--- config.mk ---
export PLATFORM = sky130hd
export DESIGN_NAME = jet_div
export DESIGN_NICKNAME = d
export VERILOG_FILES = /design/src/rtl/jet_pkg.sv /design/src/rtl/jet_div.sv
export SDC_FILE = /design/constraint.sdc
export NUM_CORES = 1
export LEC_CHECK = 0
export ABC_AREA = 1
export BUFFER_PORTS_ARGS = -buffer_cell sky130_fd_sc_hd__buf_4
export CAP_MARGIN = 20
export CORE_UTILIZATION = 30
export DETAILED_ROUTE_END_ITERATION = 8
export PLACE_DENSITY = 0.45
export REMOVE_ABC_BUFFERS = 1
export SETUP_SLACK_MARGIN = 0.15
export SLEW_MARGIN = 5
export SYNTH_ARGS = -nofsm -noshare
export SYNTH_HDL_FRONTEND = slang
export SYNTH_SLANG_ARGS = --single-unit
--- constraint.sdc ---
create_clock -name i_clk -period 2.1 [get_ports i_clk]
set_input_delay 0.42 -clock i_clk [delete_from_list [all_inputs] [get_ports i_clk]]
set_output_delay 0.42 -clock i_clk [all_outputs]
set_load 0.01 [all_outputs]
--- src/rtl/jet_pkg.sv ---
// shared constants, types and helpers of the julia escape-time pixel block
// no dependencies; every other file imports this package
package jet_pkg;

    localparam int FRAC_BITS  = 24;
    localparam int COORD_BITS = 12;
    localparam int COUNT_BITS = 16;

    localparam int WORD_W     = 32;
    localparam int ACC_W      = 2 * WORD_W;
    localparam int SIZE_W     = COORD_BITS + 1;
    localparam int QUO_W      = COORD_BITS + FRAC_BITS;
    localparam int LO_W       = (QUO_W + 1) / 2;
    localparam int HI_W       = QUO_W - LO_W;
    localparam int ZOOM_W     = 16;
    localparam int ZOOM_FRAC  = 12;
    localparam int SHIFT_W    = 8;
    localparam int CFG_IDX_W  = 3;
    localparam int CFG_DATA_W = 32;
    localparam int DIV_CNT_W  = $clog2(QUO_W + 1);

    localparam logic signed [ACC_W-1:0] WORD_MAX  = 64'sd2147483647;
    localparam logic signed [ACC_W-1:0] WORD_MIN  = -64'sd2147483648;
    localparam logic signed [ACC_W-1:0] CLAMP_RAW = 64'sd100 <<< FRAC_BITS;
    localparam logic signed [ACC_W-1:0] SQ_CLAMP  = (CLAMP_RAW > WORD_MAX) ? WORD_MAX : CLAMP_RAW;
    localparam logic signed [ACC_W-1:0] ESC_LIMIT = 64'sd4 <<< FRAC_BITS;
    localparam logic signed [ACC_W-1:0] HALF_FIX  = 64'sd1 <<< (FRAC_BITS - 1);

    localparam logic signed [WORD_W-1:0]  C_REAL_RST   = -32'sd12247367;
    localparam logic signed [WORD_W-1:0]  C_IMAG_RST   = 32'sd3187671;
    localparam logic [COUNT_BITS-1:0]     MAX_ITER_RST = 16'd200;
    localparam logic [SIZE_W-1:0]         WIDTH_RST    = 13'd400;
    localparam logic [SIZE_W-1:0]         HEIGHT_RST   = 13'd400;
    localparam logic signed [ZOOM_W-1:0]  ZOOM_RST     = 16'sd4096;
    localparam logic signed [SHIFT_W-1:0] SHIFT_RST    = 8'sd0;

    typedef enum logic [CFG_IDX_W-1:0] {
        CFG_C_REAL       = 3'd0,
        CFG_C_IMAG       = 3'd1,
        CFG_MAX_ITER     = 3'd2,
        CFG_IMAGE_WIDTH  = 3'd3,
        CFG_IMAGE_HEIGHT = 3'd4,
        CFG_ZOOM         = 3'd5,
        CFG_SHIFT_REAL   = 3'd6,
        CFG_SHIFT_IMAG   = 3'd7
    } t_cfg_idx;

    typedef enum logic [7:0] {
        ST_IDLE     = 8'b0000_0001,
        ST_DIV_X    = 8'b0000_0010,
        ST_MAP_X    = 8'b0000_0100,
        ST_DIV_Y    = 8'b0000_1000,
        ST_MAP_Y    = 8'b0001_0000,
        ST_ITER_MUL = 8'b0010_0000,
        ST_ITER_UPD = 8'b0100_0000,
        ST_FIN      = 8'b1000_0000
    } t_state;

    typedef struct packed {
        logic                  start;
        logic [COORD_BITS-1:0] pos;
        logic [SIZE_W-1:0]     size;
    } t_div_req;

    typedef struct packed {
        logic             done;
        logic [QUO_W-1:0] quo;
    } t_div_rsp;

    typedef struct packed {
        logic signed [WORD_W-1:0] a0, b0, a1, b1, a2, b2;
    } t_mul_ops;

    typedef struct packed {
        logic signed [ACC_W-1:0] p0, p1, p2;
    } t_mul_prods;

    function automatic logic signed [WORD_W-1:0] sat32(input logic signed [ACC_W-1:0] v);
        logic signed [ACC_W-1:0] s;
        if (v > WORD_MAX) begin
            s = WORD_MAX;
        end else if (v < WORD_MIN) begin
            s = WORD_MIN;
        end else begin
            s = v;
        end
        return s[WORD_W-1:0];
    endfunction

endpackage

--- src/rtl/jet_div.sv ---
// restoring divider, one quotient bit per cycle: (pos << FRAC_BITS) / size
// depends on jet_pkg
module jet_div import jet_pkg::*; (
    input  logic     i_clk,
    input  logic     i_rst_n,
    input  t_div_req i_req,
    output t_div_rsp o_rsp
);
    logic                 r_busy;
    logic                 r_done;
    logic [DIV_CNT_W-1:0] r_cnt;
    logic [QUO_W-1:0]     r_quo;
    logic [SIZE_W-1:0]    r_rem;
    logic [SIZE_W-1:0]    r_div;

    logic [SIZE_W:0]      rem_sh;
    logic [SIZE_W:0]      rem_dif;
    logic                 ge;
    logic [SIZE_W-1:0]    n_rem;
    logic [QUO_W-1:0]     n_quo;

    always_comb begin
        rem_sh  = {r_rem, r_quo[QUO_W-1]};
        ge      = rem_sh >= {1'b0, r_div};
        rem_dif = rem_sh - {1'b0, r_div};
        n_rem   = ge ? rem_dif[SIZE_W-1:0] : rem_sh[SIZE_W-1:0];
        n_quo   = {r_quo[QUO_W-2:0], ge};
    end

    always_ff @(posedge i_clk) begin
        if (!i_rst_n) begin
            r_busy <= 1'b0;
            r_done <= 1'b0;
        end else begin
            r_done <= 1'b0;
            if (i_req.start) begin
                r_busy <= 1'b1;
            end else if (r_busy && r_cnt == DIV_CNT_W'(1)) begin
                r_busy <= 1'b0;
                r_done <= 1'b1;
            end
        end
    end

    always_ff @(posedge i_clk) begin
        if (i_req.start) begin
            r_quo <= {i_req.pos, {FRAC_BITS{1'b0}}};
            r_rem <= '0;
            r_div <= i_req.size;
            r_cnt <= DIV_CNT_W'(QUO_W);
        end else if (r_busy) begin
            r_quo <= n_quo;
            r_rem <= n_rem;
            r_cnt <= r_cnt - DIV_CNT_W'(1);
        end
    end

    assign o_rsp.done = r_done;
    assign o_rsp.quo  = r_quo;

endmodule

### After elaboration in Yosys (flattened, before gate mapping)

Cells that the tools add are included.

* equal/unequal tests: 1
* bitwise logic cells: 1
* add/sub/neg operators: 2
* order comparisons: 1
* reductions and logical operators: 4
* multiplexer cells: 6

Operator list (number)
* $mux 36: 2
* $ge 14x13->1: 1
* $mux 13: 1
* $sub 13x13->13: 1
* $eq 6x1->1 const B: 1
* $sub 6x1->6 const B: 1
* $reduce_bool 2->1: 2
* $mux 1: 3
* $reduce_or 2->1: 1
* $logic_and 1x1->1: 1
* $not 1->1: 1

* word-level logic and storage cells: 22
* flip-flop bits (word level): 70
* output and inout port bits: 37
* input port bits: 28

### Logic depth before layout (Yosys ltp)

Gate-level depths: netlist of the first run.

* word-level depth: 4
* gate-level depth with buffers: 12
* gate-level depth less buffers: 12

### Worst setup path before layout of the first run

Ideal clock, no wire load.

* path type: register to register
* start point: reg r_quo[35]
* end point: reg r_rem[1]
* setup time: 0.114 ns
* path buffers: 1
* arrival: 1.792 ns
* required time: 1.986 ns
* slack: 0.194 ns
* cell stages (with the launch flop): 12
* clock period less this slack: 1.906 ns
* cells stage by stage: edfxtp_1 > inv_1 > ha_1 > inv_1 > fa_1 > nand2_1 > nand3_2 > nand2_2 > buf_2 > nand4_1 > nand3_1 > nand2_1

* word-level cells in the longest chain between the ends: 2
* elaborated cells between the ends (all ways): 3
* those cells by class: 1 x add/sub; 1 x order compare; 1 x mux

RTL lines
* from (decl): RTL line jet_div.sv:12 `logic [QUO_W-1:0] r_quo;`
* from (signal assigned): RTL line jet_div.sv:47 `r_quo <= {i_req.pos, {FRAC_BITS{1'b0}}};`
* from (signal assigned): RTL line jet_div.sv:52 `r_quo <= n_quo;`
* $sub 13x13->13 or $ge 14x13->1 (tied branches): RTL line jet_div.sv:25, jet_div.sv:24
* $mux 13 (*): RTL line jet_div.sv:26 `n_rem = ge ? rem_dif[SIZE_W-1:0] : rem_sh[SIZE_W-1:0];`
* to (signal assigned): RTL line jet_div.sv:53 `r_rem <= n_rem;`
* to (decl): RTL line jet_div.sv:13 `logic [SIZE_W-1:0] r_rem;`

Mark *: on every way between the ends. The rest lies on a longest branch, timed or not.
A chain may end at the register's enable or synchronous reset.

### Final worst setup path of the first run

* start point: reg r_quo[35]
* end point: reg r_rem[11]

Same word-level chain as after synthesis.

==> metrics.md, run 1 <==
| Metric | Value |
|---|---|
| Largest net degree at the start of global routing | 39 |
| Die H | 110 um |
| Register area share after synthesis | a little under half |
| DR vias | between 2,000 and 3,000 |
| Status | completed |
| CP required | 2.38 ns |
| Drt via density | ~4.5 |
| Area grow syn2layout | 33.4% |
| Yosys reg bits | 70 |
| Yosys top cell area share | roughly 26% |
| Most frequent cells in the layout | nand2_1, inv_1, buf_4, dfxtp_1, edfxtp_1 |
| Clk buf depth | 2 |
| Maximum clock rate | around 530 MHz |
| Ys Warns | 0 |
| Setup-failing EPs final | 0 |
| Routed len/inst | 13.0 um |
| Max-slew headroom | about three quarters |
| Min-Delay Startpoint | i_req[7] |
| GRT Total Usage | between 10% and 20% |
| Min-delay worst type | input port to flip-flop |
| Share of layout cells above drive strength 1 | a little over a quarter |
| Final setup TNS | 0 ns |
| Top post-synthesis cells by area | dfxtp_1, edfxtp_1, nand2_1 |
| RSZ-0062 raised after global routing | no |
| Syn Area/Cell | slightly above 8 um2 |
| Post-layout minimum cycle time | between 1.5 and 2 ns |
| DRT iter0 DRCs | 70 |
| Post-DP HPWL | about 6000 um |
| Leading area contributor after synthesis | dfxtp_1 |
| I/O Buffers | 64 |
| Slew Limit Fails | 0 |
| Clk_lat worst skew | 0.33 ns |
| Worst Path Max Fanout | 8 |
| Number of antenna diodes | 0 |
| Vias in the first global route | 2,824 |
| Setup crit start | r_quo[35] |
| P_leak | approximately 2.2 nW |
| Max cap viols | 0 |
| Mapped Area | between 0.003 and 0.004 mm2 |
| Clock Tree Root | clkbuf_16 |
| Final Cycle Share | roughly 90% |
| Reg2Reg Launch Point | r_quo[35] |
| Cell Pwr Density | between 700 and 800 mW/mm2 |
| Worst-path clk slew | 0.06 ns |
| CTS buffer count | 9 |
| Core Area | 0.0114 mm2 |
| FP Rows | 39 |
| WP data arrival | roughly 2.2 ns |
| IO Pins | between 60 and 70 |
| Die Wd | about 110 um |
| Post-route DRC violation count | 0 |
| Crit start category | flip-flop |
| Global route overflow | 0 |
| WHS | 0.259 ns |
| Fin nets | roughly 550 |
| Final Wtd Congestion | 0.807 |
| Post-synth cell types | 34 |
| TritonRoute pass-1 iters | 5 |
| Die Area | roughly 0.012 mm2 |
| Peak supply drop | about 0.34 mV |
| Slew at the pin with the worst max-slew slack | 0.346 ns |
| Final hold vios | 0 |
| First-pass GRT wire length | approximately 14,000 um |
| Gate Count Post-Synth | between 400 and 500 |
| Initial antenna violation count | 0 |
| Initial core utilization | between 30% and 40% |
| CTS tree | done |
| Crit Path Class | flip-flop to flip-flop |
| WL final | about 8500 um |
| CTS Sinks | 70 |
| DRT antenna net count | 0 |
| Commonest non-fill, non-tap cell in the layout | nand2_1 |
| Worst Setup End Kind | flip-flop |
| Hold_buf cts | 0 |
| Number of H-tree levels | 3 |
| Setup Skew | between 0.005 and 0.006 ns |
routing by layer:
| metal | global-route usage [%] | up-vias | part of all wire [%] |
|---|---|---|---|
| met2 | 22.3 | 69 | 45 |
| met3 | 5.57 | 15 | 8.0 |
| met5 | 0 | - | 0 |
| met1 | 19.4 | 1329 | 45 |
| li1 | - | 1538 | - |
| met4 | 6.10 | 0 | 2.0 |
critical path, cell delays in order, from the launching register on:
cell,delay (ns)
edfxtp_1,0.40
inv_2,0.10
ha_4,0.12
inv_2,0.05
fa_2,0.40
nand2_2,0.09
nand3_2,0.10
nand2_4,0.15
nand3_4,0.17
nand3_2,0.14
nand3_1,0.07
nand2_1,0.06
synth_stat cells, drive strengths merged:
library cell	number
a21oi	8
a22o	11
and3	1
buf	8
clkbuf	6
dfxtp	45
edfxtp	25
fa	1
ha	15
inv	93
nand2	106
nand3	29
nand4	16
nor2	21
nor3	3
nor3b	1
o211ai	1
o21ai	6
o21bai	1
o22ai	24
xnor2	5
xor2	1
worst paths after layout:
kind               endpoint  slack, ns  cells after the start
setup reg to reg  r_rem[11]       0.21                     11
hold reg to reg    r_cnt[5]       0.48                      2
setup / recovery  r_rem[11]       0.21                     11
hold / removal     r_div[7]       0.26                      1
sequential cells by signal, summed over array words and instances, names as in the netlist:
register / flops
r_busy: 1
r_cnt: 6
r_div: 13
r_done: 1
r_quo: 36
r_rem: 13
per-stage QoR:
| step | total power [W] | instances | utilization (%) | setup WS (ns) | cell area (um2) |
|---|---|---|---|---|---|
| 2_1_floorplan | 0.00171 | 413 | - | 0.119 | 3420 |
| 3_3_place_gp | 0.00187 | 628 | 36.5 | 0.172 | 4150 |
| 3_5_place_dp | 0.00186 | 628 | 36.5 | 0.139 | 4150 |
| 4_1_cts | 0.00339 | 645 | 39.3 | 0.154 | 4470 |
| 5_1_grt | 0.00350 | 649 | 40.9 | 0.119 | 4650 |
| 6_report | 0.00336 | 649 | 40.9 | 0.209 | 4650 |
logic make-up after synthesis:
family	share of synthesized area [%]
AO/OA/AOI/OAI	9.83
adder cells (fa/ha/maj)	5.95
AND/OR/NAND/NOR	23.4
buffers and inverters	12.0
XOR/XNOR	1.51
flip-flops	47.3
power by group:
group | switching, W | internal, W
Combinational | 0.000207 | 0.000163
Sequential | 0.0000285 | 0.00147
Clock | 0.000588 | 0.000910
Total | 0.000823 | 0.00254
what timing repair did:
action                     CTS  global route
pin swaps                    0            14
setup endpoints to repair   12            14
resized for setup            2            33
setup buffers                0             2
cloned                       1             2
area by class of cell:
class | count | area, um2
clock buffers | 11 | 264
clock inverters | 5 | 37.5
well taps | 143 | 179
repair buffers | 76 | 616
multi-input cells | 251 | 1560
flip-flops and latches | 70 | 1650
inverters | 93 | 349
fillers | 1159 | 6720
Power figures use the tool's default switching activity.
==> run 2, diff against run 1 <==
Clock period 2.1 ns to 2.15 ns, I/O delays scaled along.
==> metrics.md, run 2 (synthesis results as in run 1) <==
| Metric | Value |
|---|---|
| Die H | 110 um (unchanged) |
| Slew Limit Fails | 0 (unchanged) |
| Status | completed |
| Core Area | 0.0114 mm2 (unchanged) |
| FP Rows | 39 (unchanged) |
| Cell Pwr Density | 705 mW/mm2 (-2.4%) |
| Reg2reg end | r_rem[3] |
| Area grow syn2layout | 29.4% |
| Vias in the first global route | 2,906 (+2.9%) |
| Clk_lat worst skew | 0.33 ns (about the same) |
| Drt via density | 4.48 (-1.5%) |
| Final hold vios | 0 (unchanged) |
| Worst Path Max Fanout | 8 (unchanged) |
| Comb power frac | 10.7% (-0.3 points) |
| Clk buf depth | 2 (unchanged) |
| Share of layout cells above drive strength 1 | 24.7% (-2.8 points) |
| Number of H-tree levels | 3 (unchanged) |
| Die Wd | 110 um (unchanged) |
| Total power | 0.00318 W (-5.3%) |
| Reg2Reg Launch Point | r_quo[35] |
| Crit Path Class | flip-flop to flip-flop |
| Slew at the pin with the worst max-slew slack | 0.314 ns (-0.0314 ns) |
| CTS Sinks | 70 (unchanged) |
| Post-layout minimum cycle time | 1.90 ns (+0.00492 ns) |
| Worst-path clk slew | 0.06 ns (about the same) |
| Min-delay worst type | input port to flip-flop |
| Global route overflow | 0 (unchanged) |
| WL final | 8200 um (-3.1%) |
| Cell-internal power | 0.00237 W (-6.5%) |
| CTS buffer count | 9 (unchanged) |
| CTS tree | done |
| Largest register FFs | 36 (unchanged) |
| I/O Buffers | 64 (unchanged) |
| Min-Delay Startpoint | i_req[2] |
| Initial core utilization | 30.7% (unchanged) |
| WP data arrival | 2.16 ns (about the same) |
| Fin nets | 546 (+0.18%) |
| DRT iter0 DRCs | 75 (+7.1%) |
| Die Area | 0.0121 mm2 (unchanged) |
| DRT antenna net count | 0 (unchanged) |
| Most frequent cells in the layout | nand2_1, inv_1, buf_4, dfxtp_1, edfxtp_1 |
| Final cell count without fillers | 650 (+0.15%) |
| CP required | 2.41 ns (+0.03 ns) |
| Final Wtd Congestion | 0.847 (+5.0%) |
| Placed cells | 628 (unchanged) |
| Post-route DRC violation count | 0 (unchanged) |
| Max-slew headroom | 79.0% (+2.1 points) |
| Hold EP | r_div[2] |
| R2R Setup Slk | 0.25 ns (+0.05 ns) |
| Clock Tree Root | clkbuf_16 |
| Commonest non-fill, non-tap cell in the layout | nand2_1 |
| First-pass GRT wire length | 13,600 um (-0.35%) |
| Switching Share | 25.4% (+0.94 points) |
| Final setup TNS | 0 ns (unchanged) |
| Peak supply drop | 0.314 mV (-7.2%) |
| GRT Total Usage | 14.9% (-0.12 points) |
| Fin util | 39.7% (-1.2 points) |
| IO Pins | 65 (unchanged) |
| Sw power | 0.000809 W (-1.7%) |
| RSZ-0062 raised after global routing | yes |
| Cells on worst reg2reg path | 11 (unchanged) |
| Max cap viols | 0 (unchanged) |
| Initial antenna violation count | 0 (unchanged) |
| Reg power frac | 45.9% (+1.5 points) |
| Routed len/inst | 12.6 um (-3.3%) |
| TritonRoute pass-1 iters | 4 (-1) |
| Setup-failing EPs final | 0 (unchanged) |
| Maximum clock rate | 527 MHz (-0.26%) |
| Dpl cell area | 0.00415 mm2 (unchanged) |
| Fin area | 0.00451 mm2 (-3.0%) |
| Hold Path Stages | 1 (unchanged) |
| P_leak | 2.15 nW (-1.3%) |
| Number of antenna diodes | 0 (unchanged) |
| Biggest register | r_quo |
| Crit start category | flip-flop |
| Post-DP HPWL | 6150 um (+2.4%) |
| Setup Skew | 0.00676 ns (+0.00136 ns) |
| DR vias | 2,910 (-1.4%) |
| Largest net degree at the start of global routing | 39 (unchanged) |
| Final Cycle Share | 88.2% (-1.9 points) |
| Worst Setup End Kind | flip-flop |
| Regs by FF count | r_quo: 36 flops, r_div: 13 flops, r_rem: 13 flops |
| Clock power share | 43.4% (-1.2 points) |
run 2: area by class of cell:
| type | count | area [um2] |
|---|---|---|
| Clock inverter | 7 | 52.6 |
| Timing Repair Buffer | 77 | 598 |
| Multi-Input combinational cell | 251 | 1460 |
| Inverter | 93 | 349 |
| Fill cell | 1180 | 6860 |
| Tap cell | 143 | 179 |
| Clock buffer | 9 | 225 |
| Sequential cell | 70 | 1650 |
run 2: stage by stage:
step	setup slack [ns]	hold slack [ns]
5_1_grt	0.128	0.257
2_1_floorplan	0.169	0.445
4_1_cts	0.213	0.261
6_report	0.254	0.274
3_5_place_dp	0.0662	0.465
3_3_place_gp	0.151	0.459
run 2: metal layers:
metal	share of wire [%]	global-route usage (%)	routed length (um)	vias to the layer above
li1	-	-	-	1532
met1	48	18.7	3910	1288
met2	43	22.7	3490	79
met3	8.1	6.05	661	11
met4	1.7	5.52	136	0
met5	0	0	0	-
run 2: critical path: stages, from the launching register on:
cell      delay (ns)
edfxtp_1        0.39
inv_2           0.08
ha_1            0.13
inv_1           0.08
fa_2            0.40
nand2_1         0.09
nand3_2         0.09
nand2_4         0.14
nand3_4         0.15
nand2_1         0.10
nand2_1         0.05
o21ai_1         0.12
run 2: timing repair:
action | 4_1_cts | 5_1_grt
buffers inserted | 0 | 5
hold buffers | 0 | 0
resized for setup | 3 | 7
setup endpoints to repair | 14 | 12
hold endpoints to repair | 0 | 0
cloned | 1 | 0
pin swaps | 1 | 4
run 2: power by group through the flow:
stage          logic (W)  clock network [W]  registers (W)
2_1_floorplan   0.000182                  0        0.00149
3_3_place_gp    0.000336                  0        0.00149
3_5_place_dp    0.000335                  0        0.00149
4_1_cts         0.000337            0.00142        0.00146
5_1_grt         0.000384            0.00148        0.00147
6_report        0.000341            0.00138        0.00146
run 2: worst max path at each step:
stage	startpoint	to	slack [ns]	cells past startpoint
4_1_cts	r_quo[35]	r_rem[0]	0.21	11
2_1_floorplan	r_quo[35]	r_rem[3]	0.17	11
3_5_place_dp	r_quo[35]	r_rem[3]	0.07	11
5_1_grt	r_quo[35]	r_rem[8]	0.13	12
3_3_place_gp	r_quo[35]	r_rem[4]	0.15	11
6_report	r_quo[35]	r_rem[3]	0.25	11
==> run 3, diff against run 2 <==
Settings changed: ABC_AREA 1 to not set, PLACE_DENSITY 0.45 to 0.46.
==> metrics.md, run 3 <==
| Metric | Value |
|---|---|
| CP max stage delay | 0.41 ns (about the same) |
| Total power | 0.00294 W (-7.6%) |
| Max cap viols | 0 (unchanged) |
| Crit start category | flip-flop |
| Maximum clock rate | 394 MHz (-25%) |
| CTS buffer count | 9 (unchanged) |
| Fin nets | 461 (-16%) |
| Largest net degree at the start of global routing | 33 (-15%) |
| Post-DP HPWL | 5390 um (-12%) |
| CTS Sinks | 70 (unchanged) |
| Area grow syn2layout | 35.0% |
| Buffer and inverter count on the worst path | 3 (+1) |
| Clk_lat worst skew | 0.35 ns (+0.02 ns) |
| DR vias | 2,595 (-11%) |
| Gate Count Post-Synth | 313 (-27%) |
| Reg2Reg Launch Point | r_quo[35] |
| Drt via density | 4.65 (+3.9%) |
| TritonRoute pass-1 iters | 4 (unchanged) |
| Most frequent cells in the layout | buf_4, dfxtp_1, nor2_1, mux2i_1, edfxtp_1 |
| FF/Latch Area | 0.00165 mm2 (about the same) |
| Synth cell count leaders | dfxtp_1, nor2_1, mux2i_1 |
| IO Pins | 65 (unchanged) |
| Worst-path clk slew | 0.08 ns (+0.02 ns) |
| Slew at the pin with the worst max-slew slack | 0.519 ns (+0.204 ns) |
| Final setup TNS | -4.73 ns (-4.73 ns) |
| Initial core utilization | 31.3% (+0.65 points) |
| Biggest register | r_quo |
| Slew Limit Fails | 0 (unchanged) |
| Clock Tree Root | clkbuf_8 |
| Final hold vios | 0 (unchanged) |
| Peak supply drop | 0.356 mV (+13%) |
| Clk buf depth | 2 (unchanged) |
| I/O Buffers | 64 (unchanged) |
| Vias in the first global route | 2,616 (-10%) |
| Hold_buf cts | 0 (unchanged) |
| Crit path to | r_rem[0] |
| Commonest non-fill, non-tap cell in the layout | buf_4 |
| Worst Setup End Kind | flip-flop |
| Crit path max-delay family | compound AO/OA/AOI/OAI gates |
| Cell Pwr Density | 665 mW/mm2 (-5.7%) |
| Final Wtd Congestion | 0.725 (-14%) |
| Yosys top cell area share | 27.5% (+1.7 points) |
| Setup crit start | r_quo[35] |
| Core Area | 0.0105 mm2 (-8.0%) |
| Share of layout cells above drive strength 1 | 32.0% (+7.3 points) |
| Fin util | 42.3% (+2.6 points) |
| Largest register FFs | 36 (unchanged) |
| Yosys reg bits | 70 (unchanged) |
| Setup-failing EPs final | 14 (+14) |
| WL final | 7600 um (-7.3%) |
| Crit path depth | 11 (unchanged) |
| Post-layout minimum cycle time | 2.54 ns (+0.641 ns) |
| Number of H-tree levels | 3 (unchanged) |
| Crit Path Class | flip-flop to flip-flop |
| Die Area | 0.0113 mm2 (-5.9%) |
| Final Cycle Share | 118% (+30 points) |
| Met3 Resource Use GR | 5.58% (-0.47 points) |
| Final setup margin | -0.387 ns (-0.641 ns) |
| Global route overflow | 0 (unchanged) |
| Post-route DRC violation count | 0 (unchanged) |
| Max-slew headroom | 65.4% (-14 points) |
| Met1 usage | 18.5% (-0.18 points) |
| Status | complete, but fails checks |
| Regs by FF count | r_quo: 36 flops, r_div: 13 flops, r_rem: 13 flops |
| Syn Area/Cell | 10.5 um2 (+28%) |
| Mapped Area | 0.00328 mm2 (-6.0%) |
| Global Route met2 Usage | 22.3% (-0.37 points) |
| CP required | 2.41 ns (about the same) |
| Failing checks | negative setup slack |
| Async SR Flop Fraction | 0% (unchanged) |
| RSZ-0062 raised after global routing | yes |
| Ys Warns | 0 (unchanged) |
| Initial antenna violation count | 0 (unchanged) |
| Fillcell total | 1,066 (-9.7%) |
| P_leak | 1.94 nW (-10%) |
| GRT Total Usage | 14.5% (-0.35 points) |
| First-pass GRT wire length | 12,700 um (-6.6%) |
| Most Crowded Layer GR | met2 |
| FP Rows | 37 (-5.1%) |
| Die H | 107 um (-3.0%) |
| Min-delay worst type | input port to flip-flop |
| Number of antenna diodes | 0 (unchanged) |
| Footprint of the multi-input gates | 0.00150 mm2 (+3.2%) |
| Worst Path Max Fanout | 6 (-2) |
| CP Cell Sequence | inv_2 -> ha_4 -> inv_2 -> fa_2 -> a21o_1 -> a221oi_2 -> a211oi_2 -> a2111o_1 -> buf_6 -> mux2i_1 -> a22o_1 |
| DRT iter0 DRCs | 93 (+24%) |
| CP most frequent cell | inv_2 |
| Post-synth cell types | 44 (+29%) |
| Setup Skew | 0.0133 ns (+0.00659 ns) |
| Post-synth EDFFs | 25 (unchanged) |
| Slowest CP cell | edfxtp_1 |
| Leading area contributor after synthesis | dfxtp_1 |
| Top post-synthesis cells by area | dfxtp_1, edfxtp_1, mux2i_1 |
| DRT antenna net count | 0 (unchanged) |
| Routed len/inst | 13.6 um (+8.0%) |
| R2R Setup Slk | -0.39 ns (-0.64 ns) |
| Register area share after synthesis | 50.4% (+3.0 points) |
| Cells on worst reg2reg path | 11 (unchanged) |
| Synth Flop Type | dfxtp_1 |
| CTS tree | done |
| Die Wd | 107 um (-3.0%) |
| WP data arrival | 2.79 ns (+0.63 ns) |
| Reg2reg end | r_rem[0] |
| Count leader, synth | dfxtp_1 |
==> run 3: final cells by class <==
cell class                      instances  share of cell area, %
Timing Repair Buffer                  109                   18.7
Multi-Input combinational cell        206                   34.0
Tap cell                              136                   3.85
Clock inverter                          5                   1.33
Inverter                               21                   1.78
Clock buffer                           11                   2.97
Sequential cell                        70                   37.3
==> run 3: worst min path at each step <==
stage | cells after the start | end | startpoint | slack (ns)
floorplan | 2 | r_rem[10] | r_rem[10] | 0.45
global placement | 2 | r_rem[11] | r_rem[11] | 0.47
detailed placement | 2 | r_rem[11] | r_rem[11] | 0.47
CTS | 1 | r_div[0] | i_req[0] | 0.22
global route | 1 | r_div[0] | i_req[0] | 0.22
finish | 1 | r_div[0] | i_req[0] | 0.24
==> run 3: cells by family (layout without fill, tap and decap cells) <==
| family | count (synthesis) | in the layout | share of synthesized area, % |
|---|---|---|---|
| AND/OR/NAND/NOR | 89 | 89 | 12.5 |
| multiplexers | 33 | 33 | 10.1 |
| flip-flops | 70 | 70 | 50.4 |
| XOR/XNOR | 12 | 12 | 3.21 |
| buffers and inverters | 37 | 146 | 4.92 |
| adder cells (fa/ha/maj) | 16 | 16 | 6.34 |
| AO/OA/AOI/OAI | 56 | 56 | 12.6 |
==> run 3: power by group <==
group,switching [W],internal [W]
Combinational,0.000199,0.000210
Clock,0.000527,0.000539
Sequential,0.0000335,0.00143
Total,0.000760,0.00218
==> run 3: routing by layer <==
metal  share of wire, %  vias to the layer above
li1                   -                     1319
met3                6.4                        5
met5                  0                        -
met1                 48                     1205
met4               0.95                        0
met2                 44                       66
==> run 3: repair_timing <==
action / 4_1_cts / 5_1_grt
pin swaps: 5 / 0
setup endpoints to repair: 14 / 14
resized for setup: 5 / 12
setup buffers: 2 / 2
==> run 3: stage by stage <==
step / worst slack (ns) / hold slack [ns] / instance area [um2] / cells
after CTS: -0.409 / 0.224 / 4380 / 556
after detailed placement: -0.528 / 0.474 / 4160 / 538
after floorplan: -0.712 / 0.446 / 3200 / 297
final: -0.387 / 0.245 / 4430 / 558
after global routing: -0.555 / 0.224 / 4430 / 558
after global placement: -0.470 / 0.473 / 4160 / 538
